## src/hdl/sfr_queue.sv

```systemverilog
// Short job queue between the front and back parts.
// Depends on nothing beyond its parameters.
module sfr_queue #(
    parameter int WIDTH = 8,
    parameter int DEPTH = 4
) (
    input  logic             i_clk,
    input  logic             i_rst_n,
    input  logic             i_push,
    input  logic [WIDTH-1:0] i_data,
    output logic             o_ready,
    output logic             o_valid,
    output logic [WIDTH-1:0] o_data,
    input  logic             i_pop
);

    localparam int AW = (DEPTH > 1) ? $clog2(DEPTH) : 1;
    localparam int FW = $clog2(DEPTH + 1);

    logic [WIDTH-1:0] r_mem [DEPTH];
    logic [AW-1:0]    r_wr;
    logic [AW-1:0]    r_rd;
    logic [FW-1:0]    r_fill;

    assign o_ready = (r_fill != FW'(DEPTH));
    assign o_valid = (r_fill != '0);
    assign o_data  = r_mem[r_rd];

    always_ff @(posedge i_clk) begin
        if (!i_rst_n) begin
            r_wr   <= '0;
            r_rd   <= '0;
            r_fill <= '0;
        end else begin
            if (i_push) begin
                r_wr <= (r_wr == AW'(DEPTH - 1)) ? '0 : r_wr + 1'b1;
            end
            if (i_pop) begin
                r_rd <= (r_rd == AW'(DEPTH - 1)) ? '0 : r_rd + 1'b1;
            end
            if (i_push && !i_pop) begin
                r_fill <= r_fill + 1'b1;
            end else if (i_pop && !i_push) begin
                r_fill <= r_fill - 1'b1;
            end
        end
    end

    always_ff @(posedge i_clk) begin
        if (i_push) begin
            r_mem[r_wr] <= i_data;
        end
    end

endmodule

```

## config.mk

```make
export PLATFORM = sky130hd
export DESIGN_NAME = sfr_queue
export DESIGN_NICKNAME = d
export VERILOG_FILES = /design/src/hdl/sfr_queue.sv
export SDC_FILE = /design/constraint.sdc
export NUM_CORES = 1
export LEC_CHECK = 0
export ABC_AREA = 1
export BUFFER_PORTS_ARGS = -buffer_cell sky130_fd_sc_hd__buf_2
export CORE_ASPECT_RATIO = 2
export CORE_MARGIN = 2
export CORE_UTILIZATION = 60
export DETAILED_ROUTE_END_ITERATION = 16
export PLACE_DENSITY = 0.87
export SLEW_MARGIN = 15
export SYNTH_ARGS = -nofsm -noshare
export SYNTH_HDL_FRONTEND = slang
export SYNTH_SLANG_ARGS = --single-unit
```

## constraint.sdc

```tcl
create_clock -name i_clk -period 2 [get_ports i_clk]
set_input_delay 0.3 -clock i_clk [delete_from_list [all_inputs] [get_ports i_clk]]
set_output_delay 0.3 -clock i_clk [all_outputs]
set_load 0.1 [all_outputs]
```

# Word level (Yosys, flattened, before mapping)
# Memories as Yosys holds them, arrays and structs flattened. A register that Yosys moved wholly into a read port is not among the register bits.
# Cells that the tools add are included.
# word_totals
ff_bits,7
mem_bits_rw,32
in_bits,12
out_inout_bits,10
wordCells,25
mem_count,1
# memory_table
name,words,width,rd,rd_ports_with_merged_regs,write_ports,line,rtl
r_mem,4,8,1,1,1,20,logic [WIDTH-1:0] r_mem [DEPTH];
# classes
add_sub_neg,4
eq_ne,3
n_mux,8
n_reduce_logical,6
# op_table
operator,n
$mux 2,4
$mux 3,2
$add 2x1->2 const B,2
$eq 2x2->1 const B,2
$add 3x1->3 const B,1
$ne 3x3->1 const B,1
$reduce_bool 3->1,1
$sub 3x1->3 const B,1
$logic_and 1x1->1,2
$logic_not 1->1,2
$mux 1,2
$reduce_bool 2->1,1

# Depth between registers and ports, before layout
# Gate-level depths: netlist (run 1).
# depth
word_depth,4
depth_mapped,10
depth_no_buf,10

# Worst setup path after synthesis (run 1)
# OpenSTA, ideal clock, no wires.
# synth_path
kind,flip-flop to output port
start,register with a tool-made name
end,output o_data[5]
t_arrival_ns,2.109
t_required_ns,1.700
setup_slack_ns,-0.409
path_stages_with_launch,5
n_path_buf,1
path_cell_list,dfxtp_1 -> inv_2 -> buf_6 -> o21ai_2 -> o22ai_1
# synth_lines
item,line,rtl
"end, declared",13,"output logic [WIDTH-1:0] o_data,"

==> summary.md, run 1 <==
| Metric | Value |
|---|---|
| Outcome | finished clean |
| Synth top area share | 58.09% |
| FP Rows | 27 |
| Via-to-Cell Ratio | about 5.5 |
| Minimum clock period | 1888 ps |
| Non-Filler Instances | approximately 190 |
| Post-Syn Nets | 155 |
| Endpoint class of the critical path | output port |
| NetSw | 0.6524 mW |
| Reg2reg end | r_mem[3][7] |
| Global-route wire length before repair | 4.712 mm |
| Final Hold Vio Count | 0 |
| Largest net degree at the start of global routing | 17 |
| Setup Buffers After CTS | 0 |
| GR Overflow Total | 0 |
| Setup WS pre-CTS | 357.7 ps |
| Worst Reg-to-Reg Cells | 3 |
| DR WL/cell | 15.56 um |
| Flop2flop setup slack | 720 ps |
| Post-DP Area | between 1500 and 2000 sq um |
| RR Startpoint | r_wr[0] |
| Vertical die dimension | roughly 78 um |
| Top post-synthesis cells by area | edfxtp_1 (58%), dfxtp_1 (11%), o21ai_0 (4.8%), ha_1 (4.5%), nor2_1 (4.3%) |
| Sink Count | between 40 and 50 |
| Antenna cells | 0 |
| Core Area | approximately 2700 sq um |
| Final instance area | 2002 sq um |
| Max FO, Critical Path | 9 |
| Layout cells sized above 1 | 26.67% |
| Total die area | 3218 sq um |
| Synth Instances | about 140 |
| MaxCap Viol Count | 0 |
| Post-route setup slack | 111.8 ps |
| Unrepaired setup endpoints after global routing | false |
| Worst vdd rail ir drop | 0.8361 mV |
| Worst slew pin tran | 485.1 ps |
| Hold path depth | 1 |
| Startpoint types | flop |
| Kind of critical path | flop to output port |
| Worst EP arrival | 1590 ps |
| FILL cells | 177 |
| Clock Power Share | 34.5% |
| Synth area leader | edfxtp_1 |
| Slew HR | 67.88% |
| Worst-Skew Late Latency | 290 ps |
| Initial drt markers | 35 |
| Combinational share of power | 21.0% |
| Critical Path RT | 1700 ps |
| Part of the Yosys area used for sequential elements | roughly 69% |
| # port buffers | 21 |
| Period utilization | between 90 and 100% |
| Die width | 41.13 um |
| Vias in the first global route | 1076 |
| Area grow syn2layout | 21.03% |
| Drc violations | 0 |
| Max Fclk | 529.6 MHz |
| Initial antenna violation count | 0 |
| Switch share | 29.39% |
| Finished Core Util | 74.07% |
| Met1 Use GR | 23.67% |
| Met2 GRT Util | 38.44% |
| Reg power frac | 44.6% |
| Met3 usage | 5.932% |
| Avg Cell Area, Syn | 12.16 sq um |
| Final WL | ~3 mm |
| Yosys Warn Count | 0 |
| Gpl congestion | 0.6746 |
| Setup TNS | 0 ps |
| Setup violators final | 0 |
| CTS clk-pin slew, worst paths | 70 ps |
| Clk root buf | clkbuf_8 |
| CTS resizes | 0 |
| IO Pins | 22 |
| Nets | around 180 |
| Final worst clock skew | 3.297 ps |
| Seq cells post-synth | 41 |
| Starting Density | 61.20% |
| Area occupied by multi-input gates | ~470 sq um |
| Overall Global Routing Usage | 22.69% |
| WHS Endpoint | r_mem[0][3] |
| Dpl cells | 186 |
| Min-Delay Startpoint | i_data[3] |
| Hold WC Path Type | input port to flop |
| Power density over the cells | 1109 nW/um^2 |
| Total CTS buffers | 5 |
| Dpl hpwl | 2.245 mm |
| Leak | 0.8187 nW |
| Total number of vias | 1073 |
| H-tree depth | 2 |
| Max Root-Sink Buffers | 2 |
| Post-CTS Hold Buffers | 0 |
| Layer with the highest usage | met2 |
| Final ANT Viol Nets | 0 |
| Pint | 1.567 mW |
| CTS tree | built |
| Seq. cell area | 1141 sq um |
| Drt pass-1 iters | 4 |
| Fin. max-slew vios | 0 |
| Mapped Area | around 1700 sq um |
| Synth cell types | 18 |
[kinds of logic after synthesis]
| family | Yosys count | share of synthesized area, % |
|---|---|---|
| buffers and inverters | 20 | 5.446 |
| AND/OR/NAND/NOR | 35 | 8.775 |
| flip-flops | 41 | 68.99 |
| adder cells (fa/ha/maj) | 7 | 5.749 |
| AO/OA/AOI/OAI | 33 | 11.04 |
[per-stage QoR]
stage / hold slack, ps / power, mW
after CTS: 220.8 / 2.229
after global routing: 214.9 / 2.303
after detailed placement: 518.0 / 1.465
after global placement: 497.5 / 1.447
after floorplan: 398.9 / 1.369
final: 226.6 / 2.220
[area by class of cell]
cell class / instances / share of cell area, %
Sequential cell: 41 / 57.00
Multi-Input combinational cell: 75 / 23.63
Timing Repair Buffer: 23 / 7.500
Clock buffer: 5 / 3.438
Inverter: 18 / 3.375
Clock inverter: 3 / 3.250
Tap cell: 29 / 1.812
[how the worst max path moves through the flow]
| stage | cells after the start | endpoint | from | slack, ps |
|---|---|---|---|---|
| global placement | 4 | o_data[1] | flop | 420 |
| floorplan | 4 | o_data[1] | flop | 210 |
| finish | 4 | o_data[0] | flop | 110 |
| global route | 4 | o_data[5] | flop | 20 |
| CTS | 4 | o_data[2] | flop | 30 |
| detailed placement | 4 | o_data[2] | flop | 360 |
[synth_stat cells]
library cell and n:
edfxtp_1 32, nor2_1 19, inv_1 17, o21ai_0 16, dfxtp_1 9, nand2_1 8, o22ai_1 8, ha_1 6
a21oi_1 5, nand3_1 3, buf_6 2, nor2_2 2, nor3_1 2, o21ai_1 2, o21ai_2 2, fa_1 1
inv_2 1, nand4_1 1
[placed cells by master, fill, tap and decap left out, types with 3 or more instances in the layout]
cell,Yosys,layout
o21ai_0,16,16
ha_1,6,6
dfxtp_1,9,9
clkbuf_8,0,5
o22ai_2,0,8
nand3_1,3,3
nand2_1,8,8
buf_2,0,14
edfxtp_1,32,32
nor2_1,19,19
inv_1,17,17
clkbuf_4,0,6
a21oi_1,5,5
[flip-flops by register name, indices dropped and copies added, names as in the netlist, named ones only]
name	count
r_rd	2
r_fill	3
r_wr	2
r_mem	32
[per-layer routing]
| metal | part of all wire, % | routed length [um] |
|---|---|---|
| met1 | 38 | 1135 |
| met2 | 58 | 1739 |
| met3 | 2.7 | 81 |
| met4 | 2.1 | 63 |
| met5 | 0 | 0 |
[power groups by stage]
stage          registers, mW  logic [mW]  clock network, mW
4_1_cts                0.989       0.458              0.782
3_3_place_gp            1.00       0.443                  0
6_report               0.989       0.465              0.766
3_5_place_dp            1.01       0.457                  0
2_1_floorplan           1.00       0.367                  0
5_1_grt                0.994       0.491              0.819
[critical path, cell delays in order (launching register included)]
cell and delay [ps]:
dfxtp_1 390, inv_1 260, o21ai_0 190, o22ai_2 110, clkbuf_4 350
Note: power is estimated with default switching activity, not from simulation.
==> inputs of run 2 (changes only) <==
--- a/config.mk
+++ b/config.mk
@@ -12,6 +12,7 @@
 export CORE_UTILIZATION = 60
 export DETAILED_ROUTE_END_ITERATION = 16
 export PLACE_DENSITY = 0.87
+export RECOVER_POWER = 100
 export SLEW_MARGIN = 15
 export SYNTH_ARGS = -nofsm -noshare
 export SYNTH_HDL_FRONTEND = slang
==> run 2 against run 1 <==
Compared with the run above:
- sequential power is essentially flat
- clock skew is essentially flat
- sequential share of layout area grew 0.65 points
- fmax is essentially flat
- combinational power shrank 3%
- non-clock buffer count is the same
- count of clock-buffer cells in the layout is the same
==> summary.md, run 2 (synthesis results as in run 1) <==
| Metric | Value |
|---|---|
| Setup TNS | 0 ps (unchanged) |
| CTS clk-pin slew, worst paths | 80 ps (about the same) |
| Period utilization | 94.44% (about the same) |
| FILL cells | 185 (+4.5%) |
| Max Fclk | 529.5 MHz (about the same) |
| Startpoint types | flop |
| Area grow syn2layout | 19.67% |
| IO Pins | 22 (unchanged) |
| Clk root buf | clkbuf_8 |
| Outcome | finished clean |
| WP buf/inv | 2 (unchanged) |
| Most frequent cells in the layout | edfxtp_1 (32), nor2_1 (19), inv_1 (17) |
| Max Root-Sink Buffers | 2 (unchanged) |
| Drt pass-1 iters | 4 (unchanged) |
| Starting Density | 61.20% (unchanged) |
| Final Hold Vio Count | 0 (unchanged) |
| Endpoint class of the critical path | output port |
| Hold WC Path Type | input port to flop |
| Largest register FFs | 32 (unchanged) |
| Global-route wire length before repair | 4.712 mm (unchanged) |
| Top reg by flops | r_mem |
| Post-CTS Hold Buffers | 0 (unchanged) |
| Unrepaired setup endpoints after global routing | false |
| CP peak stage delay | 390 ps (about the same) |
| Leak | 0.7934 nW (-3.1%) |
| MaxCap Viol Count | 0 (unchanged) |
| Worst EP arrival | 1590 ps (about the same) |
| DR WL/cell | 15.48 um (-0.53%) |
| Total number of vias | 1075 (+0.19%) |
| Initial drt markers | 29 (-17%) |
| Fin. max-slew vios | 0 (unchanged) |
| Vias in the first global route | 1076 (unchanged) |
| Nets | 183 (unchanged) |
| Slew HR | 64.16% (-3.7 points) |
| Antenna cells | 0 (unchanged) |
| Largest net degree at the start of global routing | 17 (unchanged) |
| Post-route setup slack | 111.3 ps (-0.5100 ps) |
| Power density over the cells | 1115 nW/um^2 (+0.56%) |
| Final worst clock skew | 3.120 ps (-0.1761 ps) |
| Gpl congestion | 0.6746 (unchanged) |
| Dpl hpwl | 2.245 mm (unchanged) |
| Non-Filler Instances | 194 (unchanged) |
| Worst slew pin tran | 539.8 ps (+54.73 ps) |
| H-tree depth | 2 (unchanged) |
| Vertical die dimension | 78.25 um (unchanged) |
| Largest regs | r_mem (32), r_fill (3) |
| Overall Global Routing Usage | 22.69% (unchanged) |
| Dpl cells | 186 (unchanged) |
| Final ANT Viol Nets | 0 (unchanged) |
| # port buffers | 21 (unchanged) |
| Critical Path RT | 1700 ps (about the same) |
| GR Overflow Total | 0 (unchanged) |
| Final WL | 3.003 mm (-0.53%) |
| Slowest-stage cell, CP | dfxtp_1 |
| Setup WS pre-CTS | 357.7 ps (unchanged) |
| Worst hold margin | 275.6 ps (+48.99 ps) |
| Most common cell after layout, fill and taps aside | edfxtp_1 |
| Worst vdd rail ir drop | 0.8359 mV (about the same) |
| Layout cells sized above 1 | 21.82% (-4.8 points) |
| CP Cell Sequence | inv_1 -> o21ai_0 -> o22ai_2 -> clkbuf_4 |
| Total die area | 3218 sq um (unchanged) |
| Kind of critical path | flop to output port |
| Setup violators final | 0 (unchanged) |
| Worst-Skew Late Latency | 290 ps (about the same) |
| Max FO, Critical Path | 9 (unchanged) |
| Minimum clock period | 1889 ps (+0.5100 ps) |
| Core Area | 2703 sq um (unchanged) |
| Initial antenna violation count | 0 (unchanged) |
| Critical path's top delay family | buffers and inverters |
| CTS tree | built |
| Via-to-Cell Ratio | 5.541 (+0.19%) |
| Die width | 41.13 um (unchanged) |
| Total CTS buffers | 5 (unchanged) |
| Drc violations | 0 (unchanged) |
| FP Rows | 27 (unchanged) |
| Sink Count | 41 (unchanged) |
run 2: cell type report:
cell class,count,area (sq um),area share [%]
Multi-Input combinational cell,75,473.0,23.89
Clock inverter,3,65.06,3.287
Sequential cell,41,1141,57.65
Timing Repair Buffer,23,127.6,6.448
Clock buffer,5,68.82,3.477
Tap cell,29,36.28,1.833
Inverter,18,67.56,3.413
run 2: worst reg2reg max path, cell delays in order (launching register included):
cell and delay, ps:
dfxtp_1 410, ha_1 200, nand2_1 60, inv_1 280
run 2: where the power goes:
part / switching (mW) / internal, mW
Clock: 0.269 / 0.495
Combinational: 0.356 / 0.0970
Sequential: 0.0245 / 0.964
Total: 0.650 / 1.56
run 2: timing repair:
action	4_1_cts	5_1_grt
setup endpoints to repair	0	6
buffers inserted	0	0
resized for setup	0	6
run 2: stage by stage:
step / power [mW] / utilization, % / area [sq um]
floorplan: 1.369 / - / 1704
global placement: 1.447 / 68.56 / 1853
detailed placement: 1.465 / 68.56 / 1853
CTS: 2.229 / 73.52 / 1987
global route: 2.291 / 73.24 / 1979
finish: 2.207 / 73.24 / 1979
run 2: routing by layer:
metal | global-route usage, % | up-vias | share of wire, %
met3 | 5.932 | 4 | 2.8
met4 | 10.97 | 0 | 2.1
met2 | 38.44 | 25 | 58
met1 | 23.67 | 518 | 37
met5 | 0 | - | 0
li1 | - | 528 | -
run 2: final timing paths:
check	from	to	slack, ps	cells after the start
setup / recovery	flop	o_data[0]	110	4
hold / removal	i_data[3]	r_mem[0][3]	280	1
setup reg to reg	r_wr[0]	r_mem[3][7]	720	3
hold reg to reg	r_fill[1]	r_fill[1]	530	2
