==> src/hdl/sfr_pkg.sv <==
// Package for the streaming find-and-replace block.
// Holds the default sizes, the interface widths and the job sizing function.
// Depends on nothing.
package sfr_pkg;

    localparam int DEF_MAX_TARGET      = 8;
    localparam int DEF_MAX_REPLACEMENT = 8;
    localparam int QUEUE_DEPTH         = 4;
    localparam int CFG_INDEX_W         = 4;
    localparam int CFG_DATA_W          = 64;

    typedef enum logic [CFG_INDEX_W-1:0] {
        REG_TARGET_BYTES       = 4'd0,
        REG_TARGET_LENGTH      = 4'd1,
        REG_REPLACEMENT_BYTES  = 4'd2,
        REG_REPLACEMENT_LENGTH = 4'd3
    } t_cfg_reg;

    // A job holds either the replacement or the window, whichever is longer.
    function automatic int job_slots(input int mt, input int mr);
        return (mt > mr) ? mt : mr;
    endfunction

endpackage

==> src/hdl/sfr_ifs.sv <==


interface sfr_out_if;
    logic       valid;
    logic       ready;
    logic [7:0] out_byte;
    logic       byte_present;
    logic       run_last;
    logic       stream_end;

    modport source(output valid, output out_byte, output byte_present, output run_last,
                   output stream_end, input ready);
    modport sink(input valid, input out_byte, input byte_present, input run_last,
                 input stream_end, output ready);
endinterface


==> src/hdl/sfr_back.sv <==
// Back part: walks the head job one byte per cycle into the output, unless stalled.
// Depends on sfr_pkg and the channel interfaces.
module sfr_back import sfr_pkg::*; #(
    parameter int  MAX_TARGET      = DEF_MAX_TARGET,
    parameter int  MAX_REPLACEMENT = DEF_MAX_REPLACEMENT,
    localparam int SLOTS           = job_slots(MAX_TARGET, MAX_REPLACEMENT),
    localparam int JCW             = $clog2(SLOTS + 1)
) (
    input  logic               i_clk,
    input  logic               i_rst_n,
    input  logic               i_q_valid,
    input  logic [SLOTS*8-1:0] i_job_bytes,
    input  logic [JCW-1:0]     i_job_cnt,
    input  logic               i_job_last,
    output logic               o_pop,
    sfr_out_if.source          o_out
);

    logic           r_valid;
    logic [7:0]     r_byte;
    logic           r_present;
    logic           r_run_last;
    logic           r_end;
    logic [JCW-1:0] r_idx;

    logic       load;
    logic       is_final;
    logic       present;
    logic [7:0] sel_byte;

    always_comb begin
        load     = i_q_valid && (!r_valid || o_out.ready);
        present  = (i_job_cnt != '0);
        is_final = !present || (r_idx == i_job_cnt - 1'b1);
        sel_byte = 8'd0;
        for (int j = 0; j < SLOTS; j++) begin
            if (present && (JCW'(j) == r_idx)) begin
                sel_byte = i_job_bytes[8*j +: 8];
            end
        end
    end

    assign o_pop              = load && is_final;
    assign o_out.valid        = r_valid;
    assign o_out.out_byte     = r_byte;
    assign o_out.byte_present = r_present;
    assign o_out.run_last     = r_run_last;
    assign o_out.stream_end   = r_end;

    always_ff @(posedge i_clk) begin
        if (!i_rst_n) begin
            r_valid <= 1'b0;
            r_idx   <= '0;
        end else if (load) begin
            r_valid <= 1'b1;
            r_idx   <= is_final ? '0 : r_idx + 1'b1;
        end else if (o_out.ready) begin
            r_valid <= 1'b0;
        end
    end

    always_ff @(posedge i_clk) begin
        if (load) begin
            r_byte     <= sel_byte;
            r_present  <= present;
            r_run_last <= is_final;
            r_end      <= is_final && i_job_last;
        end
    end

endmodule

==> src/flat_wrapper.sv <==
// flat-port wrapper written by rule: the top's interface ports become plain ports
module sfr_back_flat import sfr_pkg::*;
#(
    parameter int  MAX_TARGET      = DEF_MAX_TARGET,
    parameter int  MAX_REPLACEMENT = DEF_MAX_REPLACEMENT,
    localparam int SLOTS           = job_slots(MAX_TARGET, MAX_REPLACEMENT),
    localparam int JCW             = $clog2(SLOTS + 1)
)
  (i_clk, i_rst_n, i_q_valid, i_job_bytes, i_job_cnt, i_job_last, o_pop, o_out_valid, o_out_out_byte, o_out_byte_present, o_out_run_last, o_out_stream_end, o_out_ready);
  sfr_out_if o_out_i ();
  input  logic i_clk;
  input  logic i_rst_n;
  input  logic i_q_valid;
  input  logic [SLOTS*8-1:0] i_job_bytes;
  input  logic [JCW-1:0] i_job_cnt;
  input  logic i_job_last;
  output logic o_pop;
  output wire logic [$bits(o_out_i.valid)-1:0] o_out_valid;
  output wire logic [$bits(o_out_i.out_byte)-1:0] o_out_out_byte;
  output wire logic [$bits(o_out_i.byte_present)-1:0] o_out_byte_present;
  output wire logic [$bits(o_out_i.run_last)-1:0] o_out_run_last;
  output wire logic [$bits(o_out_i.stream_end)-1:0] o_out_stream_end;
  input wire logic [$bits(o_out_i.ready)-1:0] o_out_ready;
  assign o_out_valid = o_out_i.valid;
  assign o_out_out_byte = o_out_i.out_byte;
  assign o_out_byte_present = o_out_i.byte_present;
  assign o_out_run_last = o_out_i.run_last;
  assign o_out_stream_end = o_out_i.stream_end;
  assign o_out_i.ready = o_out_ready;
  sfr_back #(.MAX_TARGET(MAX_TARGET), .MAX_REPLACEMENT(MAX_REPLACEMENT)) u_core (.i_clk(i_clk), .i_rst_n(i_rst_n), .i_q_valid(i_q_valid), .i_job_bytes(i_job_bytes), .i_job_cnt(i_job_cnt), .i_job_last(i_job_last), .o_pop(o_pop), .o_out(o_out_i));
endmodule
==> config.mk <==
export PLATFORM = sky130hd
export DESIGN_NAME = sfr_back_flat
export DESIGN_NICKNAME = d
export VERILOG_FILES = /design/src/hdl/sfr_pkg.sv /design/src/hdl/sfr_ifs.sv /design/src/hdl/sfr_back.sv /design/src/flat_wrapper.sv
export SDC_FILE = /design/constraint.sdc
export NUM_CORES = 1
export LEC_CHECK = 0
export BUFFER_PORTS_ARGS = -buffer_cell sky130_fd_sc_hd__buf_2
export CORE_ASPECT_RATIO = 2
export CORE_MARGIN = 2
export CORE_UTILIZATION = 44
export CTS_CLUSTER_DIAMETER = 60
export DETAILED_ROUTE_END_ITERATION = 12
export MAX_ROUTING_LAYER = met4
export PLACE_DENSITY_LB_ADDON = 0.1
export RECOVER_POWER = 50
export SLEW_MARGIN = 20
export SYNTH_ARGS = -nofsm -noshare
export SYNTH_HDL_FRONTEND = slang
export SYNTH_SLANG_ARGS = --single-unit
==> constraint.sdc <==
create_clock -name i_clk -period 2 [get_ports i_clk]
set_input_delay 0.1 -clock i_clk [delete_from_list [all_inputs] [get_ports i_clk]]
set_output_delay 0.1 -clock i_clk [all_outputs]
set_load 0.02 [all_outputs]
# [Word level (Yosys, flattened, before mapping)]
# Index checks and enable logic that the tools add are counted.
[op_classes] add_sub_neg=2 n_mux=11 reduce_logical=18 n_eq_ne=8
[ops] operator="two-way mux 8 bit" n=8
[ops] operator="equality test 3 x 4 -> 1 bit, first input constant" n=4
[ops] operator="logical AND 1 bit" n=11
[ops] operator="equality test 2 x 4 -> 1 bit, first input constant" n=2
[ops] operator="adder 4 x 1 -> 4 bit, second input constant" n=1
[ops] operator="equality test 1 x 4 -> 1 bit, first input constant" n=1
[ops] operator="equality test 4 bit" n=1
[ops] operator="logical NOT 4 bit" n=1
[ops] operator="two-way mux 4 bit" n=1
[ops] operator="nonzero test 4 bit" n=1
[ops] operator="subtractor 4 x 1 -> 4 bit, second input constant" n=1
[ops] operator="logical NOT 1 bit" n=2
[ops] operator="logical OR 1 bit" n=2
[ops] operator="two-way mux 1 bit" n=2
[ops] operator="nonzero test 2 bit" n=1
[word_totals] output_inout_bits=13 word_cells=45 ff_bits=16

# [Logic depth before layout (Yosys ltp)]
# Gate-level depths: netlist (run 1).
[logic_depth] ltp_word=10 depth_mapped=8 ltp_nobuf=7

# [Least setup slack after synthesis (run 1)]
# No wires, ideal clock.
[synth_path] path_kind="reg-to-reg" from="register u_core.r_idx[0]" to="register u_core.r_byte[1], in the netlist u_core.o_out.out_byte[1], data pin" slack_ns=0.174 path_stages_with_launch=8 n_path_buf=1 arrival_ns=1.567 setup_time_ns=0.259 period_less_slack_ns=1.826 cell_sequence="dfxtp_1 -> inv_1 -> ha_1 -> buf_4 -> and2b_2 -> a221oi_1 -> a2111oi_1 -> a211o_1"
[synth_between] elab_chain_len=10
[synth_rtl] item="from (decl)" line="sfr_back.sv:24" text="logic [JCW-1:0] r_idx;"
[synth_rtl] item="from (signal assigned)" line="sfr_back.sv:56" text="r_idx <= is_final ? '0 : r_idx + 1'b1;"
[synth_rtl] item="logical NOT 4 bit" line="sfr_back.sv:37" text="if (present && (JCW'(j) == r_idx)) begin"
[synth_rtl] item="logical AND 1 bit" line="sfr_back.sv:37"
[synth_rtl] item="two-way mux 8 bit (7 in series)" line="sfr_back.sv:37"
[synth_rtl] item="two-way mux 8 bit *" line="sfr_back.sv:37"
[synth_rtl] item="via u_core.sel_byte[1]" line="sfr_back.sv:29" text="logic [7:0] sel_byte;"
[synth_rtl] item="to (signal assigned)" line="sfr_back.sv:64" text="r_byte <= sel_byte;"
[synth_rtl] item="to (decl)" line="sfr_back.sv:20" text="logic [7:0] r_byte;"
# Mark *: on every way through the listed nets, which the timed path passes. The rest lies on a longest branch.
# A chain may end at the register's enable or synchronous reset.

# [Worst setup path after layout (run 1)]
[layout_path] from="register u_core.r_idx[0]" to="register u_core.r_byte[4], in the netlist u_core.o_out.out_byte[4], data pin"
# The elaborated chain is that of the path after synthesis.

==> out/results.ini, run 1 <==
[status]
status=complete, no violations

[timing]
skew_ns=0.006661
finalHoldViolCount=0
fin_crit_sh_pct=96.04
slew_headroom_pct=64.61
fin_crit_ns=1.921
tightest_slew_ns=0.5267
report.final.slew_viol_count=0
fmax_mhz=520.6
setup_viol=0

[clock_tree]
hold_buffers=0
htree_levels=1
clkTransAtPathRegs_ns=0.06
cts_sinks=16
clock_latency_ns=0.25
cts_tree=done
cts_root_buf=clkbuf_8
numCtsBuffers=3
cts_buffer_depth=2

[logic_synthesis]
syn_avg_cell_area_sq_um=9.307
synth_area_leader_cell=edfxtp_1
ys_warn_count=0
yosysTopAreaCellShare_pct=22.90
syn_nets=233
synthArstFlopShare_pct=0
seq_area_frac_synth_pct=29.84
syn_inst=155
synth_area_leaders=edfxtp_1 23%, dfxtp_1 6.9%, ha_1 4.3%
synth-seq-cells=16
ys_types=50
syn-cell-area_sq_um=1443
synth_edf_count=11
yosys_most_used_dff=edfxtp_1

[placement]
hpwl_mm=3.682
gp_routability_congestion=0.8971
dp.cells=275
dpl_cell_area_sq_um=1947
port_buffers=85

[finish]
final_common_cell=buf_2
mostFrequentLayoutCells=73 x buf_2, 18 x buf_4, 13 x clkbuf_1, 11 x edfxtp_1, 10 x inv_1
final_cell_area_sq_um=2046
fin_util_pct=64.80
fin_nets=332
fillers=292
diodes=0
synthToLayoutAreaGrowth_pct=41.80
final_cells=284
drive_above_1_share_pct=43.48

[floorplanning]
ioPinCount=86
die_h_um=84.98
initial_core_util_pct=45.70
core_area_sq_um=3157
rows=29
fp.dieW_um=44.49
die_area_sq_um=3781

[drt]
ant_nets=0
drt_iter0_drc=24
drc_errors=0
firstDrtPassIters=4
wl_per_cell_um=15.92
routed_via_density=5.722
vias=1625
wl_mm=4.522

[critical_path]
crit_path_end_kind=register
cp-startpoint=u_core.r_idx[0]$_SDFFE_PN0P_
r2r_cells=8
cp.required_ns=1.97
worstSetupStartpointType=register
cp_max_fo=8
criticalPathCategory=register to register
crit_arrival_ns=1.89
r2r-start=u_core.r_idx[0]$_SDFFE_PN0P_

[min_path]
min_path_type=input port to register
hold_path.startpoint=i_job_last
worstHoldPathCells=2

[grt]
grt_pass1_wl_mm=7.086
grt_overflow=0
grt_start_max_net_pins=18
grt_antenna_before_repair=0
grtUsageTotal_pct=25.50
grt_pass1_vias=1637

[pwr]
power_uw=1084
p_leak_uw=0.0009398
powerDensity_nw_per_um2=529.7
peakVddDrop_mv=0.4996

[flow_run]
maxCapViolCount=0

==> repair_timing <==
action / 4_1_cts / 5_1_grt
gates resized for setup: 3 / 6
setup buffers: 0 / 5
setup endpoints to repair: 5 / 8
pin swaps: 0 / 1
==> synthesized netlist by cell type, types with 3 or more instances <==
library cell,instances
o21ai_0,6
xor2_1,4
o221ai_1,4
nand3_1,7
nand2b_1,6
and3_1,3
a31oi_1,5
edfxtp_1,11
dfxtp_1,5
o2bb2ai_1,4
nand2_1,9
inv_1,10
nor3b_4,3
a221oi_1,3
a221o_1,5
a22o_1,3
ha_1,5
buf_4,4
buf_2,4
a211oi_1,3
and2_1,6
a21oi_1,5
==> cell families after synthesis <==
logic type	count (synthesis)	synth area share, %
and+or+nand+nor	53	25.07
adders and majority gates	5	4.337
xor gates and xnor gates	7	5.204
buffers and inverters	20	7.112
AOI/OAI and AO/OA	53	27.75
muxes	1	0.6939
DFF	16	29.84
==> power by group <==
| group | switching (uW) | internal, uW |
|---|---|---|
| Clock | 107 | 141 |
| Sequential | 13.2 | 397 |
| Combinational | 215 | 210 |
| Total | 335 | 749 |
==> final timing paths <==
check	to	slack [ns]
worst max-delay path	u_core.o_out.out_byte[4]$_DFFE_PP_	0.08
worst min-delay path	u_core.o_out.stream_end$_DFFE_PP_	0.12
worst max register to register	u_core.o_out.out_byte[4]$_DFFE_PP_	0.08
worst min register to register	u_core.r_idx[1]$_SDFFE_PN0P_	0.58
==> state kept, by name (all words and copies together), names as in the netlist <==
| register | flops |
|---|---|
| u_core.r_idx | 4 |
| u_core.o_out.stream_end | 1 |
| u_core.o_out.valid | 1 |
| u_core.o_out.out_byte | 8 |
| u_core.o_out.byte_present | 1 |
| u_core.o_out.run_last | 1 |
==> stage by stage <==
step                      hold slack [ns]  worst slack (ns)   TNS, ns
final                              0.1237           0.07923         0
after global routing               0.1337           -0.1258   -0.1258
after CTS                          0.1236          0.006371         0
after detailed placement           0.3861          -0.03136  -0.07742
after global placement             0.3644           0.03238         0
after floorplan                    0.2295            0.1736         0
==> final cells by class <==
cell class	instances	area (sq um)	area share (%)
Tap cell	31	38.79	1.896
Timing Repair Buffer	104	556.8	27.22
Sequential cell	16	434.2	21.22
Clock buffer	4	45.04	2.202
Multi-Input combinational cell	119	933.4	45.63
Inverter	10	37.54	1.835
==> critical path, cell delays in order, from the launching register on <==
cell     delay, ns
dfxtp_2       0.33
inv_1         0.11
ha_2          0.23
buf_6         0.15
nor3b_4       0.06
buf_4         0.14
a221o_1       0.33
o21ai_0       0.17
a31oi_1       0.11
==> metal layers <==
metal,GRT usage [%],up-vias,part of all wire (%)
li1,-,799,-
met1,24.70,754,34
met2,47.56,62,58
met3,3.191,10,5.9
met4,9.917,0,2.1
met5,-,-,0
Power figures use the tool's default switching activity.
==> run 2, diff against run 1 <==
--- a/config.mk
+++ b/config.mk
@@ -13,7 +13,7 @@
 export DETAILED_ROUTE_END_ITERATION = 12
 export MAX_ROUTING_LAYER = met4
 export PLACE_DENSITY_LB_ADDON = 0.1
-export RECOVER_POWER = 50
+export RECOVER_POWER = 25
 export SLEW_MARGIN = 20
 export SYNTH_ARGS = -nofsm -noshare
 export SYNTH_HDL_FRONTEND = slang
==> constraint.sdc (replaced) <==
create_clock -name i_clk -period 2 [get_ports i_clk]
set_input_delay 0.1 -clock i_clk [delete_from_list [all_inputs] [get_ports i_clk]]
set_output_delay 0.1 -clock i_clk [all_outputs]
set_load 0.05 [all_outputs]
==> out/results.ini, run 2 (synthesis results as in run 1) <==
[drt]
wl_per_cell_um=15.68  ; was 15.92 um
wl_mm=4.358  ; was 4.522 mm
vias=1639  ; was 1,625
routed_via_density=5.896  ; was 5.722
drc_errors=0  ; unchanged
drt_iter0_drc=54  ; was 24
firstDrtPassIters=4  ; unchanged
ant_nets=0  ; unchanged

[pwr]
peakVddDrop_mv=0.6504  ; was 0.4996 mV
p_leak_uw=0.0009251  ; was 0.0009398 uW
powerDensity_nw_per_um2=573.6  ; was 529.7 nW/um^2

[floorplanning]
fp.dieW_um=44.49  ; unchanged
ioPinCount=86  ; unchanged
die_h_um=84.98  ; unchanged
core_area_sq_um=3157  ; unchanged
initial_core_util_pct=45.70  ; unchanged
rows=29  ; unchanged
die_area_sq_um=3781  ; unchanged

[clock_tree]
hold_buffers=0  ; unchanged
cts_tree=done  ; unchanged
cts_root_buf=clkbuf_8  ; unchanged
numCtsBuffers=3  ; unchanged
cts_sinks=16  ; unchanged
cts_buffer_depth=2  ; unchanged
clkTransAtPathRegs_ns=0.07  ; was 0.06 ns
clock_latency_ns=0.26  ; was 0.25 ns
htree_levels=1  ; unchanged

[finish]
final_cells=278  ; was 284
largest_reg_flops=8  ; unchanged
diodes=0  ; unchanged
drive_above_1_share_pct=45.34  ; was 43.48%
final_common_cell=buf_2  ; unchanged
fillers=284  ; was 292
fin_nets=326  ; was 332
synthToLayoutAreaGrowth_pct=41.46  ; was 41.80%
mostFrequentLayoutCells=76 x buf_2, 12 x buf_4, 11 x edfxtp_1, 9 x inv_1, 9 x clkbuf_1  ; was 73 x buf_2, 18 x buf_4, 13 x clkbuf_1, 11 x edfxtp_1, 10 x inv_1

[timing]
fin_crit_ns=1.951  ; was 1.921 ns
fmax_mhz=512.6  ; was 520.6 MHz
slew_headroom_pct=56.72  ; was 64.61%
finalHoldViolCount=0  ; unchanged
fin_crit_sh_pct=97.54  ; was 96.04%
worst_slack_ns=0.04917  ; was 0.07923 ns
tightest_slew_ns=0.6485  ; was 0.5267 ns
report.final.slew_viol_count=0  ; unchanged
setup_viol=0  ; unchanged
grt_setup_unrepaired=no
skew_ns=0.001942  ; was 0.006661 ns

[min_path]
worstHoldPathCells=3  ; was 2
min_path_type=input port to register  ; unchanged

[placement]
dp_slack_ns=-0.07050  ; was -0.03136 ns
dp.cells=273  ; was 275
gp_routability_congestion=0.8863  ; was 0.8971
hpwl_mm=3.582  ; was 3.682 mm
port_buffers=85  ; unchanged

[critical_path]
crit_path_end_kind=register  ; unchanged
crit_arrival_ns=1.96  ; was 1.89 ns
worstSetupStartpointType=register  ; unchanged
cp_max_fo=6  ; was 8
criticalPathCategory=register to register  ; unchanged
cp.required_ns=2.01  ; was 1.97 ns
r2r_cells=5  ; was 8

[grt]
grt_antenna_before_repair=0  ; unchanged
grt_pass1_vias=1721  ; was 1,637
grt_pass1_wl_mm=7.134  ; was 7.086 mm
grt_overflow=0  ; unchanged
grtUsageTotal_pct=25.32  ; was 25.50%
grt_start_max_net_pins=18  ; unchanged

[status]
status=complete, no violations  ; unchanged

[flow_run]
maxCapViolCount=0  ; unchanged

## run 2: routing by layer
metal	routed length [um]	vias to the layer above	GRT usage (%)
met5	0	-	-
met4	85	0	11.29
met3	250	10	3.191
met2	2526	74	47.43
met1	1495	767	23.60
li1	-	788	-
## run 2: worst paths after layout
| path | startpoint | to | slack (ns) |
|---|---|---|---|
| min | i_q_valid | u_core.o_out.valid$_SDFFE_PN0P_ | 0.11 |
| max | u_core.r_idx[1]$_SDFFE_PN0P_ | u_core.o_out.out_byte[3]$_DFFE_PP_ | 0.05 |
| max reg2reg | u_core.r_idx[1]$_SDFFE_PN0P_ | u_core.o_out.out_byte[3]$_DFFE_PP_ | 0.05 |
| min reg2reg | u_core.r_idx[0]$_SDFFE_PN0P_ | u_core.r_idx[0]$_SDFFE_PN0P_ | 0.56 |
## run 2: stage by stage
step	total power, uW	hold slack (ns)	TNS [ns]	area, sq um	util [%]
after floorplan	722.4	0.2295	0	1443	-
after global placement	873.3	0.3669	-0.03633	1932	61.20
after detailed placement	880.4	0.3787	-0.07604	1932	61.20
after CTS	1148	0.1088	-0.006851	1986	62.90
after global routing	1228	0.1242	0	2041	64.65
final	1171	0.1070	0	2041	64.65
## run 2: cell type report
cell class	count	area, sq um	share of cell area, %
multi-input cells	119	965.9	47.33
inverters	10	37.54	1.839
well taps	31	38.79	1.901
flip-flops and latches	16	434.2	21.28
repair buffers	98	519.2	25.44
clock buffers	4	45.04	2.207
## run 2: repair_timing
action / CTS / global route
gates cloned: 0 / 0
setup endpoints to repair: 6 / 7
pin swaps: 0 / 1
setup buffers: 0 / 1
resized for setup: 3 / 13
## run 2: critical path, stage by stage, from the launching register on
cell       delay [ns]
dfxtp_2          0.37
ha_2             0.26
or4b_1           0.46
a21oi_1          0.26
a2111oi_4        0.06
a211o_1          0.29
## run 2: where the power goes
part	internal [uW]	leakage, uW	switching (uW)
registers	397	0.000150	12.9
logic	216	0.000752	279
clock network	142	0.0000228	123
total	755	0.000925	416
==> run 3, diff against run 2 <==
--- a/config.mk
+++ b/config.mk
@@ -14,6 +14,7 @@
 export MAX_ROUTING_LAYER = met4
 export PLACE_DENSITY_LB_ADDON = 0.1
 export RECOVER_POWER = 25
+export REMOVE_ABC_BUFFERS = 1
 export SLEW_MARGIN = 20
 export SYNTH_ARGS = -nofsm -noshare
 export SYNTH_HDL_FRONTEND = slang
==> out/results.ini, run 3 (synthesis results as in run 1) <==
[grt]
grtUsageTotal_pct=24.53  ; was 25.32%
grt_overflow=0  ; unchanged
grt_pass1_wl_mm=6.962  ; was 7.134 mm
grt_pass1_vias=1629  ; was 1,721
grt_start_max_net_pins=18  ; unchanged
grt_antenna_before_repair=0  ; unchanged

[critical_path]
slowest_stage=or4b_1  ; unchanged
cp.required_ns=2.01  ; about the same
max_stage_delay_ns=0.46  ; about the same
crit_arrival_ns=1.92  ; was 1.96 ns
criticalPathCategory=register to register  ; unchanged
cp_max_fo=7  ; was 6
r2r-start=u_core.r_idx[1]$_SDFFE_PN0P_  ; unchanged
crit_path_end_kind=register  ; unchanged
path_cells=ha_2 -> or4b_1 -> a21oi_1 -> a2111oi_1 -> a211o_1  ; was ha_2 -> or4b_1 -> a21oi_1 -> a2111oi_4 -> a211o_1
worstSetupStartpointType=register  ; unchanged
cp-startpoint=u_core.r_idx[1]$_SDFFE_PN0P_  ; unchanged

[placement]
gp_routability_congestion=0.9124  ; was 0.8863
hpwl_mm=3.623  ; was 3.582 mm
port_buffers=85  ; unchanged
dpl_cell_area_sq_um=1954  ; was 1932 sq um
dp.cells=276  ; was 273

[finish]
fillers=278  ; was 284
diodes=0  ; unchanged
drive_above_1_share_pct=43.78  ; was 45.34%
final_cell_area_sq_um=2021  ; was 2041 sq um
fin_nets=328  ; was 326
largest_reg_flops=8  ; unchanged
mostFrequentLayoutCells=76 x buf_2, 15 x buf_4, 11 x edfxtp_1, 10 x inv_1  ; was 76 x buf_2, 12 x buf_4, 11 x edfxtp_1, 9 x inv_1, 9 x clkbuf_1
synthToLayoutAreaGrowth_pct=40.07  ; was 41.46%
final_common_cell=buf_2  ; unchanged
final_cells=280  ; was 278

[timing]
tightest_slew_ns=0.6430  ; was 0.6485 ns
fin_crit_ns=1.906  ; was 1.951 ns
report.final.slew_viol_count=0  ; unchanged
fin_crit_sh_pct=95.28  ; was 97.54%
setup_viol=0  ; unchanged
skew_ns=0.004448  ; was 0.001942 ns
slew_headroom_pct=57.09  ; was 56.72%
finalHoldViolCount=0  ; unchanged
fmax_mhz=524.8  ; was 512.6 MHz
grt_setup_unrepaired=no  ; unchanged

[floorplanning]
core_area_sq_um=3157  ; unchanged
initial_core_util_pct=45.70  ; unchanged
die_h_um=84.98  ; unchanged
die_area_sq_um=3781  ; unchanged
fp.dieW_um=44.49  ; unchanged
ioPinCount=86  ; unchanged
rows=29  ; unchanged

[pwr]
p_leak_uw=0.0009285  ; was 0.0009251 uW
peakVddDrop_mv=0.4173  ; was 0.6504 mV
power_uw=1177  ; was 1171 uW
powerDensity_nw_per_um2=582.7  ; was 573.6 nW/um^2

[clock_tree]
post_cts_buffers=0  ; unchanged
clock_latency_ns=0.26  ; about the same
cts_sinks=16  ; unchanged
clkTransAtPathRegs_ns=0.07  ; about the same
cts_buffer_depth=2  ; unchanged
hold_buffers=0  ; unchanged
htree_levels=1  ; unchanged
cts_tree=done  ; unchanged
cts_root_buf=clkbuf_8  ; unchanged
numCtsBuffers=3  ; unchanged

[drt]
vias=1609  ; was 1,639
wl_mm=4.364  ; was 4.358 mm
drc_errors=0  ; unchanged
wl_per_cell_um=15.59  ; was 15.68 um
ant_nets=0  ; unchanged
firstDrtPassIters=4  ; unchanged
routed_via_density=5.746  ; was 5.896
drt_iter0_drc=37  ; was 54

[min_path]
hold_path.startpoint=i_q_valid  ; unchanged
min_path_type=input port to register  ; unchanged

[status]
status=complete, no violations  ; unchanged

[flow_run]
maxCapViolCount=0  ; unchanged

-- run 3: where the power goes --
group | total (uW) | switching (uW) | internal [uW]
Combinational | 471 | 272 | 199
Clock | 297 | 122 | 175
Sequential | 409 | 12.3 | 397
-- run 3: final cells by class --
cell class              count  area (sq um)  area share, %
well taps                  31         38.79          1.920
flip-flops and latches     16         432.9          21.42
multi-input cells         119         929.6          46.01
repair buffers            100         526.8          26.07
inverters                  10         37.54          1.858
clock buffers               4         55.05          2.724
-- run 3: through the flow --
step                hold WS, ns  worst slack (ns)  utilization (%)  setup TNS [ns]
floorplan                0.2295          -0.06475                -         -0.1309
global placement         0.3671            0.1325            61.91               0
detailed placement       0.3821           0.06363            61.91               0
CTS                      0.1164           0.05314            63.65               0
global route             0.1389           0.02074            64.01               0
finish                   0.1147           0.09448            64.01               0
-- run 3: repair_timing --
action	4_1_cts	5_1_grt
setup endpoints to repair	0	7
endpoints found under the hold margin	0	0
gates resized for setup	0	7
-- run 3: final timing paths --
path	to	slack [ns]	depth (start not counted)
min reg2reg	u_core.o_out.valid$_SDFFE_PN0P_	0.57	2
max	u_core.o_out.out_byte[1]$_DFFE_PP_	0.09	5
min	u_core.o_out.valid$_SDFFE_PN0P_	0.11	3
max reg2reg	u_core.o_out.out_byte[1]$_DFFE_PP_	0.09	5
-- run 3: critical path, delay by kind of cell, from the launching register on --
| family | cells | cell delay (ns) |
|---|---|---|
| simple gates | 1 | 0.46 |
| compound gates | 3 | 0.53 |
| flops | 1 | 0.39 |
| fa+ha+maj | 1 | 0.27 |
-- run 3: metal layers --
metal | track usage (%) | vias up | part of all wire, %
li1 | - | 794 | -
met1 | 24.47 | 740 | 35
met2 | 46.38 | 64 | 58
met3 | 1.915 | 11 | 4.5
met4 | 8.264 | 0 | 2.5
met5 | - | - | 0
